[config.mk]
export PLATFORM = sky130hd
export DESIGN_NAME = arithmetic_encoder_bitwise
export DESIGN_NICKNAME = d
export VERILOG_FILES = /design/src/hw/rtl/acenc_pkg.sv /design/src/hw/rtl/acenc_div.sv /design/src/hw/rtl/acenc_mul.sv /design/src/hw/rtl/arithmetic_encoder_bitwise.sv
export SDC_FILE = /design/constraint.sdc
export NUM_CORES = 1
export LEC_CHECK = 0
export BUFFER_PORTS_ARGS = -buffer_cell sky130_fd_sc_hd__buf_2
export CAP_MARGIN = 25
export CORE_UTILIZATION = 50
export CTS_CLUSTER_DIAMETER = 40
export DETAILED_ROUTE_END_ITERATION = 16
export GPL_TIMING_DRIVEN = 0
export PLACE_DENSITY = 0.67
export SLEW_MARGIN = 10
export SYNTH_ARGS = -nofsm -noshare
export SYNTH_HDL_FRONTEND = slang
export SYNTH_SLANG_ARGS = --single-unit
[constraint.sdc]
create_clock -name clk -period 11.7 [get_ports clk]
set_clock_uncertainty 0.05 [all_clocks]
set_input_delay 1.17 -clock clk [delete_from_list [all_inputs] [get_ports clk]]
set_output_delay 1.17 -clock clk [all_outputs]
set_load 0.1 [all_outputs]
[src/hw/rtl/acenc_pkg.sv]
// Shared constants, codes and types for the bitwise arithmetic encoder.
package acenc_pkg;

  // Defaults for the top-level parameters
  localparam int CODE_BITS_DEF  = 32;
  localparam int COUNT_BITS_DEF = 16;

  // Fixed field widths of the stream channels
  localparam int CNT_W       = 16;
  localparam int FOLLOW_W    = 32;
  localparam int IN_DATA_W   = 48;
  localparam int OUT_DATA_W  = 40;
  localparam int MAX_RESULTS = 32;
  localparam int RES_CNT_W   = $clog2(MAX_RESULTS + 1);

  localparam logic [FOLLOW_W-1:0] PEND_MAX = '1;

  typedef enum logic [0:0] {
    OP_ENCODE = 1'b0,
    OP_FLUSH  = 1'b1
  } op_t;

  typedef enum logic [2:0] {
    S_IDLE,
    S_DIV,
    S_MUL,
    S_RENORM,
    S_DONE,
    S_FLUSH
  } state_t;

endpackage

[src/hw/rtl/acenc_div.sv]
// Bit-serial restoring divider: one quotient bit per cycle.
module acenc_div #(
  parameter int DIVIDEND_W = 32,
  parameter int DIVISOR_W  = 16
) (
  input  logic                  clk,
  input  logic                  rst_n,
  input  logic                  start,
  input  logic [DIVIDEND_W-1:0] dividend,
  input  logic [DIVISOR_W-1:0]  divisor,
  output logic                  done,
  output logic [DIVIDEND_W-1:0] quotient
);

  localparam int CNT_BITS = $clog2(DIVIDEND_W + 1);

  logic [DIVIDEND_W-1:0] q_r, q_nxt;
  logic [DIVISOR_W-1:0]  rem_r, rem_nxt;
  logic [DIVISOR_W-1:0]  dsr_r, dsr_nxt;
  logic [CNT_BITS-1:0]   cnt_r, cnt_nxt;
  logic                  done_r, done_nxt;
  logic [DIVISOR_W:0]    trial;
  logic                  fits;

  assign trial    = {rem_r, q_r[DIVIDEND_W-1]};
  assign fits     = trial >= {1'b0, dsr_r};
  assign done     = done_r;
  assign quotient = q_r;

  always_comb begin
    q_nxt    = q_r;
    rem_nxt  = rem_r;
    dsr_nxt  = dsr_r;
    cnt_nxt  = cnt_r;
    done_nxt = 1'b0;
    if (start) begin
      q_nxt   = dividend;
      rem_nxt = '0;
      dsr_nxt = divisor;
      cnt_nxt = CNT_BITS'(DIVIDEND_W);
    end else if (cnt_r != '0) begin
      // shift in the next dividend bit, subtract when the divisor fits
      rem_nxt  = fits ? DIVISOR_W'(trial - {1'b0, dsr_r}) : trial[DIVISOR_W-1:0];
      q_nxt    = {q_r[DIVIDEND_W-2:0], fits};
      cnt_nxt  = cnt_r - CNT_BITS'(1);
      done_nxt = (cnt_r == CNT_BITS'(1));
    end
  end

  always_ff @(posedge clk) begin
    q_r   <= q_nxt;
    rem_r <= rem_nxt;
    dsr_r <= dsr_nxt;
    if (!rst_n) begin
      cnt_r  <= '0;
      done_r <= 1'b0;
    end else begin
      cnt_r  <= cnt_nxt;
      done_r <= done_nxt;
    end
  end

  a_rem_below_divisor: assert property (@(posedge clk) disable iff (!rst_n)
    (cnt_r != '0) |-> (rem_r < dsr_r))
    else $error("divider remainder not below divisor");

  a_done_after_last_step: assert property (@(posedge clk) disable iff (!rst_n)
    done_r |-> (cnt_r == '0))
    else $error("divider done while still iterating");

endmodule

[src/hw/rtl/acenc_mul.sv]
// Bit-serial dual multiplier: one multiplier bit of both counts per cycle, MSB first.
module acenc_mul #(
  parameter int MCAND_W  = 32,
  parameter int MPLIER_W = 16
) (
  input  logic                clk,
  input  logic                rst_n,
  input  logic                start,
  input  logic [MCAND_W-1:0]  mcand,
  input  logic [MPLIER_W-1:0] mplier_a,
  input  logic [MPLIER_W-1:0] mplier_b,
  output logic                done,
  output logic [MCAND_W-1:0]  prod_a,
  output logic [MCAND_W-1:0]  prod_b
);

  localparam int CNT_BITS = $clog2(MPLIER_W + 1);

  logic [MCAND_W-1:0]  mc_r, mc_nxt;
  logic [MPLIER_W-1:0] sa_r, sa_nxt;
  logic [MPLIER_W-1:0] sb_r, sb_nxt;
  logic [MCAND_W-1:0]  acc_a_r, acc_a_nxt;
  logic [MCAND_W-1:0]  acc_b_r, acc_b_nxt;
  logic [CNT_BITS-1:0] cnt_r, cnt_nxt;
  logic                done_r, done_nxt;

  assign done   = done_r;
  assign prod_a = acc_a_r;
  assign prod_b = acc_b_r;

  always_comb begin
    mc_nxt    = mc_r;
    sa_nxt    = sa_r;
    sb_nxt    = sb_r;
    acc_a_nxt = acc_a_r;
    acc_b_nxt = acc_b_r;
    cnt_nxt   = cnt_r;
    done_nxt  = 1'b0;
    if (start) begin
      mc_nxt    = mcand;
      sa_nxt    = mplier_a;
      sb_nxt    = mplier_b;
      acc_a_nxt = '0;
      acc_b_nxt = '0;
      cnt_nxt   = CNT_BITS'(MPLIER_W);
    end else if (cnt_r != '0) begin
      // products never exceed the interval width, so the accumulators cannot wrap
      acc_a_nxt = {acc_a_r[MCAND_W-2:0], 1'b0} + (sa_r[MPLIER_W-1] ? mc_r : '0);
      acc_b_nxt = {acc_b_r[MCAND_W-2:0], 1'b0} + (sb_r[MPLIER_W-1] ? mc_r : '0);
      sa_nxt    = {sa_r[MPLIER_W-2:0], 1'b0};
      sb_nxt    = {sb_r[MPLIER_W-2:0], 1'b0};
      cnt_nxt   = cnt_r - CNT_BITS'(1);
      done_nxt  = (cnt_r == CNT_BITS'(1));
    end
  end

  always_ff @(posedge clk) begin
    mc_r    <= mc_nxt;
    sa_r    <= sa_nxt;
    sb_r    <= sb_nxt;
    acc_a_r <= acc_a_nxt;
    acc_b_r <= acc_b_nxt;
    if (!rst_n) begin
      cnt_r  <= '0;
      done_r <= 1'b0;
    end else begin
      cnt_r  <= cnt_nxt;
      done_r <= done_nxt;
    end
  end

  a_mul_done_after_last_step: assert property (@(posedge clk) disable iff (!rst_n)
    done_r |-> (cnt_r == '0))
    else $error("multiplier done while still iterating");

endmodule

[src/hw/rtl/arithmetic_encoder_bitwise.sv]
// Sequence: an encode item runs a serial divide, a serial multiply and then its
//   renormalization shifts until its last group is in the output register; an item
//   that leaves no room for scale is dropped after the divide.
// One item at a time; the next item is taken once the last group is in
//   the output register. A flush or an invalid item does not use the divider.
// Reset: synchronous, active low; clears the interval to [0, all ones], the pending
//   count to zero, and the output register to empty.
module arithmetic_encoder_bitwise #(
  parameter int CODE_BITS  = acenc_pkg::CODE_BITS_DEF,
  parameter int COUNT_BITS = acenc_pkg::COUNT_BITS_DEF
) (
  input  logic                             clk,
  input  logic                             rst_n,
  input  logic                             in_tvalid,
  output logic                             in_tready,
  // [15:0] sym_low, [31:16] sym_high, [47:32] scale
  input  logic [acenc_pkg::IN_DATA_W-1:0]  in_tdata,
  // [0] operation
  input  logic [0:0]                       in_tuser,
  output logic                             out_tvalid,
  input  logic                             out_tready,
  // [0] lead_bit, [32:1] follow_count, [39:33] zero
  output logic [acenc_pkg::OUT_DATA_W-1:0] out_tdata,
  output logic                             out_tlast
);

  localparam int VB  = CODE_BITS - 1;
  localparam int CW  = acenc_pkg::CNT_W;
  localparam int FW  = acenc_pkg::FOLLOW_W;
  localparam int RW  = acenc_pkg::RES_CNT_W;
  localparam logic [VB-1:0] NEXT_MASK = VB'(1) << (VB - 2);

  acenc_pkg::state_t state_r, state_nxt;

  logic [VB-1:0] lo_r, lo_nxt;
  logic [VB-1:0] hi_r, hi_nxt;
  logic [FW-1:0] pend_r, pend_nxt;
  logic [RW-1:0] n_r, n_nxt;
  logic [CW-1:0] lc_r, lc_nxt;
  logic [CW-1:0] hc_r, hc_nxt;

  logic          hold_v_r, hold_v_nxt;
  logic          hold_bit_r, hold_bit_nxt;
  logic [FW-1:0] hold_follow_r, hold_follow_nxt;

  logic          out_valid_r, out_valid_nxt;
  logic          out_lead_r, out_lead_nxt;
  logic [FW-1:0] out_follow_r, out_follow_nxt;
  logic          out_last_r, out_last_nxt;

  logic [CW-1:0]        in_lc, in_hc, in_sc;
  logic                 item_ok;
  logic                 oversize;
  logic [CODE_BITS-1:0] width;
  logic                 div_start, div_done;
  logic [CODE_BITS-1:0] quot;
  logic                 mul_start, mul_done;
  logic [CODE_BITS-1:0] prod_h, prod_l;
  logic [CODE_BITS-1:0] sum_h, sum_l;
  logic                 out_free;
  logic                 top_eq, straddle;
  logic [VB-1:0]        lo_tog, hi_tog;

  assign in_lc = in_tdata[CW-1:0];
  assign in_hc = in_tdata[2*CW-1:CW];
  assign in_sc = in_tdata[3*CW-1:2*CW];

  assign oversize = (COUNT_BITS < CW) && ((in_sc >> COUNT_BITS) != '0);
  assign item_ok  = (in_sc != '0) && !oversize && (in_hc <= in_sc) && (in_lc < in_hc);
  assign width    = {1'b0, VB'(hi_r - lo_r)} + CODE_BITS'(1);

  assign sum_h = {1'b0, lo_r} + prod_h - CODE_BITS'(1);
  assign sum_l = {1'b0, lo_r} + prod_l;

  assign top_eq   = (hi_r[VB-1] == lo_r[VB-1]);
  assign straddle = lo_r[VB-2] & ~hi_r[VB-2];
  assign lo_tog   = lo_r ^ NEXT_MASK;
  assign hi_tog   = hi_r ^ NEXT_MASK;

  assign out_free   = !out_valid_r || out_tready;
  assign out_tvalid = out_valid_r;
  assign out_tlast  = out_last_r;
  assign out_tdata  = {(acenc_pkg::OUT_DATA_W - FW - 1)'(0), out_follow_r, out_lead_r};

  acenc_div #(
    .DIVIDEND_W (CODE_BITS),
    .DIVISOR_W  (CW)
  ) u_div (
    .clk      (clk),
    .rst_n    (rst_n),
    .start    (div_start),
    .dividend (width),
    .divisor  (in_sc),
    .done     (div_done),
    .quotient (quot)
  );

  acenc_mul #(
    .MCAND_W  (CODE_BITS),
    .MPLIER_W (CW)
  ) u_mul (
    .clk      (clk),
    .rst_n    (rst_n),
    .start    (mul_start),
    .mcand    (quot),
    .mplier_a (hc_r),
    .mplier_b (lc_r),
    .done     (mul_done),
    .prod_a   (prod_h),
    .prod_b   (prod_l)
  );

  always_comb begin
    state_nxt       = state_r;
    lo_nxt          = lo_r;
    hi_nxt          = hi_r;
    pend_nxt        = pend_r;
    n_nxt           = n_r;
    lc_nxt          = lc_r;
    hc_nxt          = hc_r;
    hold_v_nxt      = hold_v_r;
    hold_bit_nxt    = hold_bit_r;
    hold_follow_nxt = hold_follow_r;
    out_valid_nxt   = out_valid_r;
    out_lead_nxt    = out_lead_r;
    out_follow_nxt  = out_follow_r;
    out_last_nxt    = out_last_r;
    div_start       = 1'b0;
    mul_start       = 1'b0;
    in_tready       = (state_r == acenc_pkg::S_IDLE);

    if (out_valid_r && out_tready) begin
      out_valid_nxt = 1'b0;
    end

    unique case (state_r)
      acenc_pkg::S_IDLE: begin
        if (in_tvalid) begin
          lc_nxt = in_lc;
          hc_nxt = in_hc;
          if (in_tuser[0] == acenc_pkg::OP_FLUSH) begin
            state_nxt = acenc_pkg::S_FLUSH;
          end else if (item_ok) begin
            div_start = 1'b1;
            state_nxt = acenc_pkg::S_DIV;
          end
        end
      end
      acenc_pkg::S_DIV: begin
        if (div_done) begin
          // an interval narrower than scale drops the item
          if (quot == '0) begin
            state_nxt = acenc_pkg::S_IDLE;
          end else begin
            mul_start = 1'b1;
            state_nxt = acenc_pkg::S_MUL;
          end
        end
      end
      acenc_pkg::S_MUL: begin
        if (mul_done) begin
          hi_nxt    = sum_h[VB-1:0];
          lo_nxt    = sum_l[VB-1:0];
          n_nxt     = '0;
          state_nxt = acenc_pkg::S_RENORM;
        end
      end
      acenc_pkg::S_RENORM: begin
        if (top_eq) begin
          if (n_r == RW'(acenc_pkg::MAX_RESULTS)) begin
            state_nxt = acenc_pkg::S_DONE;
          end else if (!hold_v_r || out_free) begin
            // push the held group as not-last; the new one waits to learn if it is last
            if (hold_v_r) begin
              out_valid_nxt  = 1'b1;
              out_lead_nxt   = hold_bit_r;
              out_follow_nxt = hold_follow_r;
              out_last_nxt   = 1'b0;
            end
            hold_v_nxt      = 1'b1;
            hold_bit_nxt    = hi_r[VB-1];
            hold_follow_nxt = pend_r;
            pend_nxt        = '0;
            n_nxt           = n_r + RW'(1);
            lo_nxt          = {lo_r[VB-2:0], 1'b0};
            hi_nxt          = {hi_r[VB-2:0], 1'b1};
          end
        end else if (straddle) begin
          if (pend_r != acenc_pkg::PEND_MAX) begin
            pend_nxt = pend_r + FW'(1);
          end
          lo_nxt = {lo_tog[VB-2:0], 1'b0};
          hi_nxt = {hi_tog[VB-2:0], 1'b1};
        end else begin
          state_nxt = acenc_pkg::S_DONE;
        end
      end
      acenc_pkg::S_DONE: begin
        if (!hold_v_r) begin
          state_nxt = acenc_pkg::S_IDLE;
        end else if (out_free) begin
          out_valid_nxt  = 1'b1;
          out_lead_nxt   = hold_bit_r;
          out_follow_nxt = hold_follow_r;
          out_last_nxt   = 1'b1;
          hold_v_nxt     = 1'b0;
          state_nxt      = acenc_pkg::S_IDLE;
        end
      end
      acenc_pkg::S_FLUSH: begin
        if (out_free) begin
          out_valid_nxt  = 1'b1;
          out_lead_nxt   = lo_r[VB-2];
          out_follow_nxt = (pend_r == acenc_pkg::PEND_MAX) ? acenc_pkg::PEND_MAX
                                                           : pend_r + FW'(1);
          out_last_nxt   = 1'b1;
          lo_nxt         = '0;
          hi_nxt         = '1;
          pend_nxt       = '0;
          state_nxt      = acenc_pkg::S_IDLE;
        end
      end
      default: begin
        state_nxt = acenc_pkg::S_IDLE;
      end
    endcase
  end

  always_ff @(posedge clk) begin
    lc_r          <= lc_nxt;
    hc_r          <= hc_nxt;
    hold_bit_r    <= hold_bit_nxt;
    hold_follow_r <= hold_follow_nxt;
    out_lead_r    <= out_lead_nxt;
    out_follow_r  <= out_follow_nxt;
    out_last_r    <= out_last_nxt;
    if (!rst_n) begin
      state_r     <= acenc_pkg::S_IDLE;
      lo_r        <= '0;
      hi_r        <= '1;
      pend_r      <= '0;
      n_r         <= '0;
      hold_v_r    <= 1'b0;
      out_valid_r <= 1'b0;
    end else begin
      state_r     <= state_nxt;
      lo_r        <= lo_nxt;
      hi_r        <= hi_nxt;
      pend_r      <= pend_nxt;
      n_r         <= n_nxt;
      hold_v_r    <= hold_v_nxt;
      out_valid_r <= out_valid_nxt;
    end
  end

  a_idle_no_held_group: assert property (@(posedge clk) disable iff (!rst_n)
    in_tready |-> !hold_v_r)
    else $error("input taken while a group is still held");

  a_idle_interval_normalized: assert property (@(posedge clk) disable iff (!rst_n)
    (state_r == acenc_pkg::S_IDLE) |-> (hi_r[VB-1] != lo_r[VB-1]))
    else $error("interval left unnormalized at idle");

  a_div_done_in_div: assert property (@(posedge clk) disable iff (!rst_n)
    div_done |-> (state_r == acenc_pkg::S_DIV))
    else $error("divider finished outside the divide phase");

  a_group_count_bound: assert property (@(posedge clk) disable iff (!rst_n)
    n_r <= RW'(acenc_pkg::MAX_RESULTS))
    else $error("group count beyond limit");

endmodule

==> results of run 1 <==
==> worst max path at each step <==
stage | start | to | cells after the start
5_1_grt | in_tdata[17] | u_div.quotient[7] | 13
2_1_floorplan | in_tvalid | u_div.quotient[0] | 5
4_1_cts | in_tdata[17] | u_div.quotient[8] | 13
3_3_place_gp | in_tvalid | u_div.quotient[28] | 6
3_5_place_dp | in_tdata[17] | u_div.quotient[29] | 13
6_report | in_tdata[17] | u_div.quotient[7] | 13
==> Yosys cell counts (10+ instances only) <==
master and number:
nand2_1 293, or2_2 17, nor2_1 221, and3_1 31, dfxtp_1 196, nor2b_1 38, buf_1 12, xor2_1 83
and2_1 72, inv_1 228, clkbuf_1 93, o221ai_1 13, o22a_1 10, nor3_1 45, o22ai_1 11, o21bai_1 19
o211ai_1 32, nand2b_1 31, a21o_1 93, a211oi_1 31, o21a_1 23, o31ai_1 12, nand3_1 67, or3_1 22
nand4_1 31, edfxtp_1 210, o21ai_0 151, a21oi_1 224, xnor2_1 109, mux2i_1 14, a21boi_0 10, nor4_1 22
a221oi_1 26, ha_1 235, nor3b_1 21, a31oi_1 66, mux2_2 42
==> worst max-delay path, delay by kind of cell <==
family,cells,cell delay [ps]
compound gates,7,1690
simple gates,2,1340
buf+inv,3,520
fa+ha+maj,1,270
==> cell usage in the layout, fill, tap and decap left out, types with 93 or more instances in the layout <==
master	n
a21o_1	93
a21oi_1	224
clkbuf_1	94
dfxtp_1	196
edfxtp_1	210
ha_1	235
inv_1	227
nand2_1	293
nor2_1	220
o21ai_0	151
xnor2_1	109
==> sequential cells by signal, summed over array words and instances (netlist names), 3 cells and up <==
signal and cells:
hc_r 16, u_div.dsr_r 16, u_div.rem_r 16, pend_r 32, n_r 6, out_follow_r 32, u_mul.prod_a 31, u_div.quotient 32
u_mul.prod_b 31, hold_follow_r 32, lo_r 31, lc_r 16, hi_r 31, state_r 3, u_mul.sa_r 16, u_div.cnt_r 6
u_mul.sb_r 16, u_mul.mc_r 31, u_mul.cnt_r 5
==> metal layers <==
layer	up-vias	track usage, %	wire, µm
met4	4	16.0	4350
met3	200	4.49	5870
li1	11200	-	-
met2	916	48.6	37600
met1	11200	39.4	34700
met5	-	0	28
==> power by group through the flow <==
| stage | clock (mW) | sequential, mW | combinational [mW] |
|---|---|---|---|
| after floorplan | 0 | 2.12 | 3.03 |
| after global placement | 0 | 2.24 | 3.87 |
| after detailed placement | 0 | 2.24 | 3.97 |
| after CTS | 2.24 | 2.22 | 4.00 |
| after global routing | 2.30 | 2.25 | 4.49 |
| final | 2.21 | 2.22 | 4.06 |
==> cell type report <==
type                    instances  area (µm²)
clock inverters                52         627
well taps                     688         861
fillers                      4649       21900
clock buffers                  80        1930
plain buffers                 118         487
diodes                          1        2.50
repair buffers                 98         572
flip-flops and latches        406       10200
multi-input cells            2245       15300
inverters                     228         856
==> kinds of logic (layout without fill, tap and decap cells) <==
| family | after synthesis | count (layout) | share of synthesized area (%) |
|---|---|---|---|
| xor gates and xnor gates | 192 | 192 | 6.27 |
| muxes | 57 | 57 | 2.34 |
| and+or+nand+nor | 947 | 947 | 17.4 |
| DFF | 406 | 406 | 38.2 |
| adders and majority gates | 241 | 241 | 11.4 |
| buffers and inverters | 346 | 576 | 5.00 |
| AOI/OAI and AO/OA | 801 | 801 | 19.4 |
| other | 1 | 8 | 0.0140 |
==> per-stage QoR <==
stage,utilization [%],power (mW)
after floorplan,-,5.15
after global routing,58.4,9.04
after global placement,53.3,6.10
final,58.4,8.50
after CTS,58.4,8.47
after detailed placement,53.6,6.21
==> results.py, run 1 <==
metrics = {
    "setup_path": {
        "cpMaxStageDelayCell": "nand2b_2",
        "rrSetupSlack_ps": 7000,
        "path_class": "in2reg",
        "critPathRequiredTime_ps": 11870,
        "critPathLaunchType": "primary input",
        "critPathMaxFanout": 32,
        "r2r-end": "u_mul.prod_a[30]",
        "slowest_delay_ps": 700,
        "cp-end-kind": "flop",
        "arrival_ps": 5020,
        "crit_chain": "buf_2 > inv_1 > ha_1 > a21o_1 > a21o_1 > a21o_1 > a21o_1 > a2111oi_0 > o21ai_0 > a41o_1 > nor3b_1 > buf_2 > nand2b_2",
        "critPathMostFrequentCell": "a21o_1",
        "r2r-start": "u_mul.sa_r[15]",
        "reg2reg_depth": 15,
    },
    "global_routing": {
        "overflow": 0,
        "grt_pass1_vias": 22300,
        "antenna_found_initial": 4,
        "grt_max_degree": 37,
        "grt_usage_pct": 30.3,
        "grt_pass1_wl_mm": 126,
    },
    "min_path": {
        "whs_path_depth": 0,
        "hold_path.class": "reg2reg",
        "hold_end": "hold_follow_r[9]",
        "hp-start": "pend_r[9]",
    },
    "place": {
        "dpl.hpwl_mm": 63.6,
        "placed_cells": 3782,
        "place_congestion": 0.944,
        "dpl_worst_slack_ps": 6150,
        "portBuffers": 87,
        "dpl_cell_area_mm2": 0.0283,
    },
    "detailed_routing": {
        "ant_nets": 0,
        "routed_wl_mm": 82.5,
        "dr.pass1.iters": 5,
        "wire_per_inst_um": 21.1,
        "vias": 23500,
        "viasPerCell": 6.00,
        "drc": 0,
        "drt_iter0_drc": 2164,
    },
    "synthesis": {
        "synth_flop_cell": "edfxtp_1",
        "postSynthAreaPerCell_um2": 8.96,
        "synth_area_leader_cell": "edfxtp_1",
        "syn_area_mm2": 0.0268,
        "synth.area.top_cells": "edfxtp_1 24%, dfxtp_1 15%, ha_1 11%",
        "synth-edff-count": 210,
        "netlist.area_leader.share_pct": 23.5,
        "synth_cell_types": 87,
        "synthCells": 2991,
        "async_reset_ff_share_pct": 0,
        "synth.yosys.seq_area_share_pct": 38.2,
        "synth-seq-cells": 406,
        "yosys_warnings": 0,
    },
    "sta": {
        "grt_setup_unrepaired": "no",
        "tightest_slew_ps": 1090,
        "whs_ps": 394,
        "hold_viol_final": 0,
        "report.final.setup_viol": 0,
        "final.min_clock_period_ps": 4850,
        "finalCritPeriodShare_pct": 41.5,
        "tns_ps": 0,
        "slew_headroom_pct": 27.1,
        "setup_slack_ps": 6850,
        "drv_slew": 0,
        "clock.fmax_mhz": 206,
    },
    "floorplan": {
        "die_x_um": 234,
        "fp-row-count": 84,
        "start_util_pct": 50.8,
        "die_h_um": 234,
        "design.core.area_mm2": 0.0528,
        "io_pins": 96,
        "die-area_mm2": 0.0545,
    },
    "clock_tree": {
        "cts_num_sinks": 406,
        "cts_resized": 0,
        "insertion_delay_ps": 610,
        "ctsHtreeMaxLevel": 3,
        "cts_setup_buffers": 0,
        "clkTransAtPathRegs_ps": 60,
        "ctsHoldBuffers": 0,
        "cts_tree": "done",
        "cts_buffers": 72,
        "clock-root-buffer": "clkbuf_16",
        "cts.path.max_buffers": 3,
    },
    "final_layout": {
        "fin_area_mm2": 0.0308,
        "area.growth.synth_to_final_pct": 15.1,
        "finalNonFillerCells": 3916,
        "final_nets": 3463,
        "layout-drive-gt1-share_pct": 10.4,
    },
    "outcome": {
        "status": "complete, no violations",
    },
    "power": {
        "ir_drop_mv": 0.196,
        "intPower_mw": 4.98,
        "power_frac_seq_pct": 26.1,
        "switching_power_mw": 3.51,
        "power.leakage_nw": 13.1,
        "clockPowerShare_pct": 26.0,
        "powerDensity_mw_per_mm2": 276,
        "p_sw_share_pct": 41.3,
        "power_frac_comb_pct": 47.8,
    },
    "flow_run": {
        "maxCapViolations": 0,
    },
}
(Power assumes the default switching activity.)
==> run 2, diff against run 1 <==
--- a/config.mk
+++ b/config.mk
@@ -11,7 +11,7 @@
 export CTS_CLUSTER_DIAMETER = 40
 export DETAILED_ROUTE_END_ITERATION = 16
 export GPL_TIMING_DRIVEN = 0
-export PLACE_DENSITY = 0.67
+export PLACE_DENSITY = 0.69
 export SLEW_MARGIN = 10
 export SYNTH_ARGS = -nofsm -noshare
 export SYNTH_HDL_FRONTEND = slang
==> constraint.sdc (replaced) <==
create_clock -name clk -period 4 [get_ports clk]
set_clock_uncertainty 0.05 [all_clocks]
set_input_delay 0.4 -clock clk [delete_from_list [all_inputs] [get_ports clk]]
set_output_delay 0.4 -clock clk [all_outputs]
set_load 0.1 [all_outputs]
==> results.py, run 2 (synthesis results as in run 1) <==
metrics = {
    "setup_path": {
        "path_class": "reg2reg",
        "critical_path_buf_inv_count": 2,
        "critPathMostFrequentCell": "nor4_4",
        "cpLargestDelayFamily": "simple AND/OR/NAND/NOR gates",
        "critPathRequiredTime_ps": 4320,
        "cpMaxStageDelayCell": "a221o_2",
        "crit_chain": "inv_1 > ha_1 > buf_2 > and2_4 > a221o_2 > a21o_1 > o21ai_1 > and3_4 > a311oi_2 > nor4_4 > nand4_4 > nor4_4 > xor2_1 > mux2_2",
        "cp-end-kind": "flop",
        "critPathMaxFanout": 8,
        "slowest_delay_ps": 410,
        "critPathLaunchType": "flop",
        "arrival_ps": 4320,
    },
    "global_routing": {
        "use_met2_pct": 50.1,
        "grt.met3_usage_pct": 4.50,
        "antenna_found_initial": 0,
        "grt_pass1_wl_mm": 130,
        "grt_max_degree": 37,
        "grt_pass1_vias": 22900,
        "overflow": 0,
        "met1_usage_pct": 40.2,
        "grt_usage_pct": 31.0,
        "busiest_layer": "met2",
    },
    "detailed_routing": {
        "wire_per_inst_um": 21.5,
        "ant_nets": 0,
        "routed_wl_mm": 85.6,
        "drt_iter0_drc": 2173,
        "vias": 24000,
        "drc": 2,
        "viasPerCell": 6.02,
        "dr.pass1.iters": 11,
    },
    "final_layout": {
        "finalNonFillerCells": 3987,
        "final_nets": 3530,
        "area.growth.synth_to_final_pct": 19.9,
        "layout_common_cells": "292 x nand2_1, 232 x ha_1, 226 x inv_1",
        "antennaDiodeCount": 0,
        "regArea_mm2": 0.0102,
        "fillers": 4431,
        "multi_input_area_mm2": 0.0158,
        "utilization_pct": 60.9,
        "final_common_cell": "nand2_1",
        "layout-drive-gt1-share_pct": 13.1,
    },
    "sta": {
        "report.final.setup_viol": 0,
        "final.min_clock_period_ps": 3990,
        "grt_setup_unrepaired": "yes",
        "drv_slew": 0,
        "hold_viol_final": 0,
        "tightest_slew_ps": 1110,
        "finalCritPeriodShare_pct": 99.9,
        "tns_ps": 0,
        "slew_headroom_pct": 26.1,
        "whs_ps": 34.0,
        "clock.fmax_mhz": 250,
    },
    "clock_tree": {
        "cts_buffers": 75,
        "cts.path.max_buffers": 3,
        "clkTransAtPathRegs_ps": 60,
        "cts_tree": "done",
        "cts_num_sinks": 406,
        "ctsHtreeMaxLevel": 3,
        "clock-root-buffer": "clkbuf_16",
        "insertion_delay_ps": 620,
    },
    "outcome": {
        "status": "finished with violations",
        "failed_checks": "DRC",
    },
    "floorplan": {
        "start_util_pct": 50.8,
        "die_h_um": 234,
        "io_pins": 96,
        "die_x_um": 234,
        "design.core.area_mm2": 0.0528,
        "die-area_mm2": 0.0545,
        "fp-row-count": 84,
    },
    "power": {
        "powerDensity_mw_per_mm2": 810,
        "power.leakage_nw": 13.6,
        "total_power_mw": 26.0,
        "ir_drop_mv": 0.481,
    },
    "min_path": {
        "hold_path.class": "in2reg",
    },
    "place": {
        "portBuffers": 87,
        "place_congestion": 0.971,
        "dpl.hpwl_mm": 63.5,
        "placed_cells": 3777,
    },
    "flow_run": {
        "maxCapViolations": 0,
    },
}
## run 2: cell count changes in the layout (fill, tap and decap cells not counted), sizes merged
cell / delta
bufinv: +1
inv: -9
clkbuf: +1
clkinv: +5
dlygate4sd3: +46
diode: -1
buf: +25
clkinvlp: +3
## run 2: power breakdown
part           total [mW]  internal, mW  switching, mW  leakage (nW)
Clock                6.74          4.36           2.38          1.28
Sequential           6.50          5.67          0.838          3.68
Combinational        12.8          5.27           7.53          8.61
## run 2: timing repair
| action | 4_1_cts | 5_1_grt |
|---|---|---|
| setup buffers | 13 | 15 |
| hold buffers | 46 | 0 |
| hold endpoints to repair | 46 | 0 |
| pin swaps | 15 | 28 |
| endpoints found under the setup margin | 93 | 117 |
| resized for setup | 44 | 84 |
## run 2: layer usage
| layer | vias up | wire (µm) |
|---|---|---|
| met5 | - | 0 |
| met4 | 0 | 4720 |
| met3 | 238 | 5610 |
| met2 | 945 | 39100 |
| met1 | 11500 | 36200 |
| li1 | 11300 | - |
## run 2: cell type report
cell class | count | area share [%]
repair buffers | 166 | 3.80
well taps | 688 | 2.68
clock buffers | 88 | 6.35
multi-input cells | 2245 | 49.0
plain buffers | 114 | 1.59
inverters | 228 | 2.66
clock inverters | 52 | 2.02
flip-flops and latches | 406 | 31.9
## run 2: metrics by stage
step                setup WS (ps)  instance area [µm²]
floorplan                     253                26800
global placement            -1240                28100
detailed placement           -708                28200
CTS                         -20.8                31700
global route                -83.4                32100
finish                       5.22                32100
## run 2: path summary, 6_finish.rpt
path / start / to / slack (ps) / cells past startpoint
setup / recovery: lo_r[8] / u_div.quotient[30] / 5 / 14
hold / removal: in_tdata[28] / hc_r[12] / 30 / 1
setup reg to reg: lo_r[8] / u_div.quotient[30] / 5 / 14
hold reg to reg: pend_r[9] / hold_follow_r[9] / 380 / 0
## run 2: worst reg2reg max path: stages, from the launching register on
cell and delay (ps):
dfxtp_1 390, inv_1 130, ha_1 310, buf_2 170, and2_4 170, a221o_2 410, a21o_1 250, o21ai_1 220
and3_4 250, a311oi_2 180, nor4_4 400, nand4_4 180, nor4_4 260, xor2_1 100, mux2_2 270
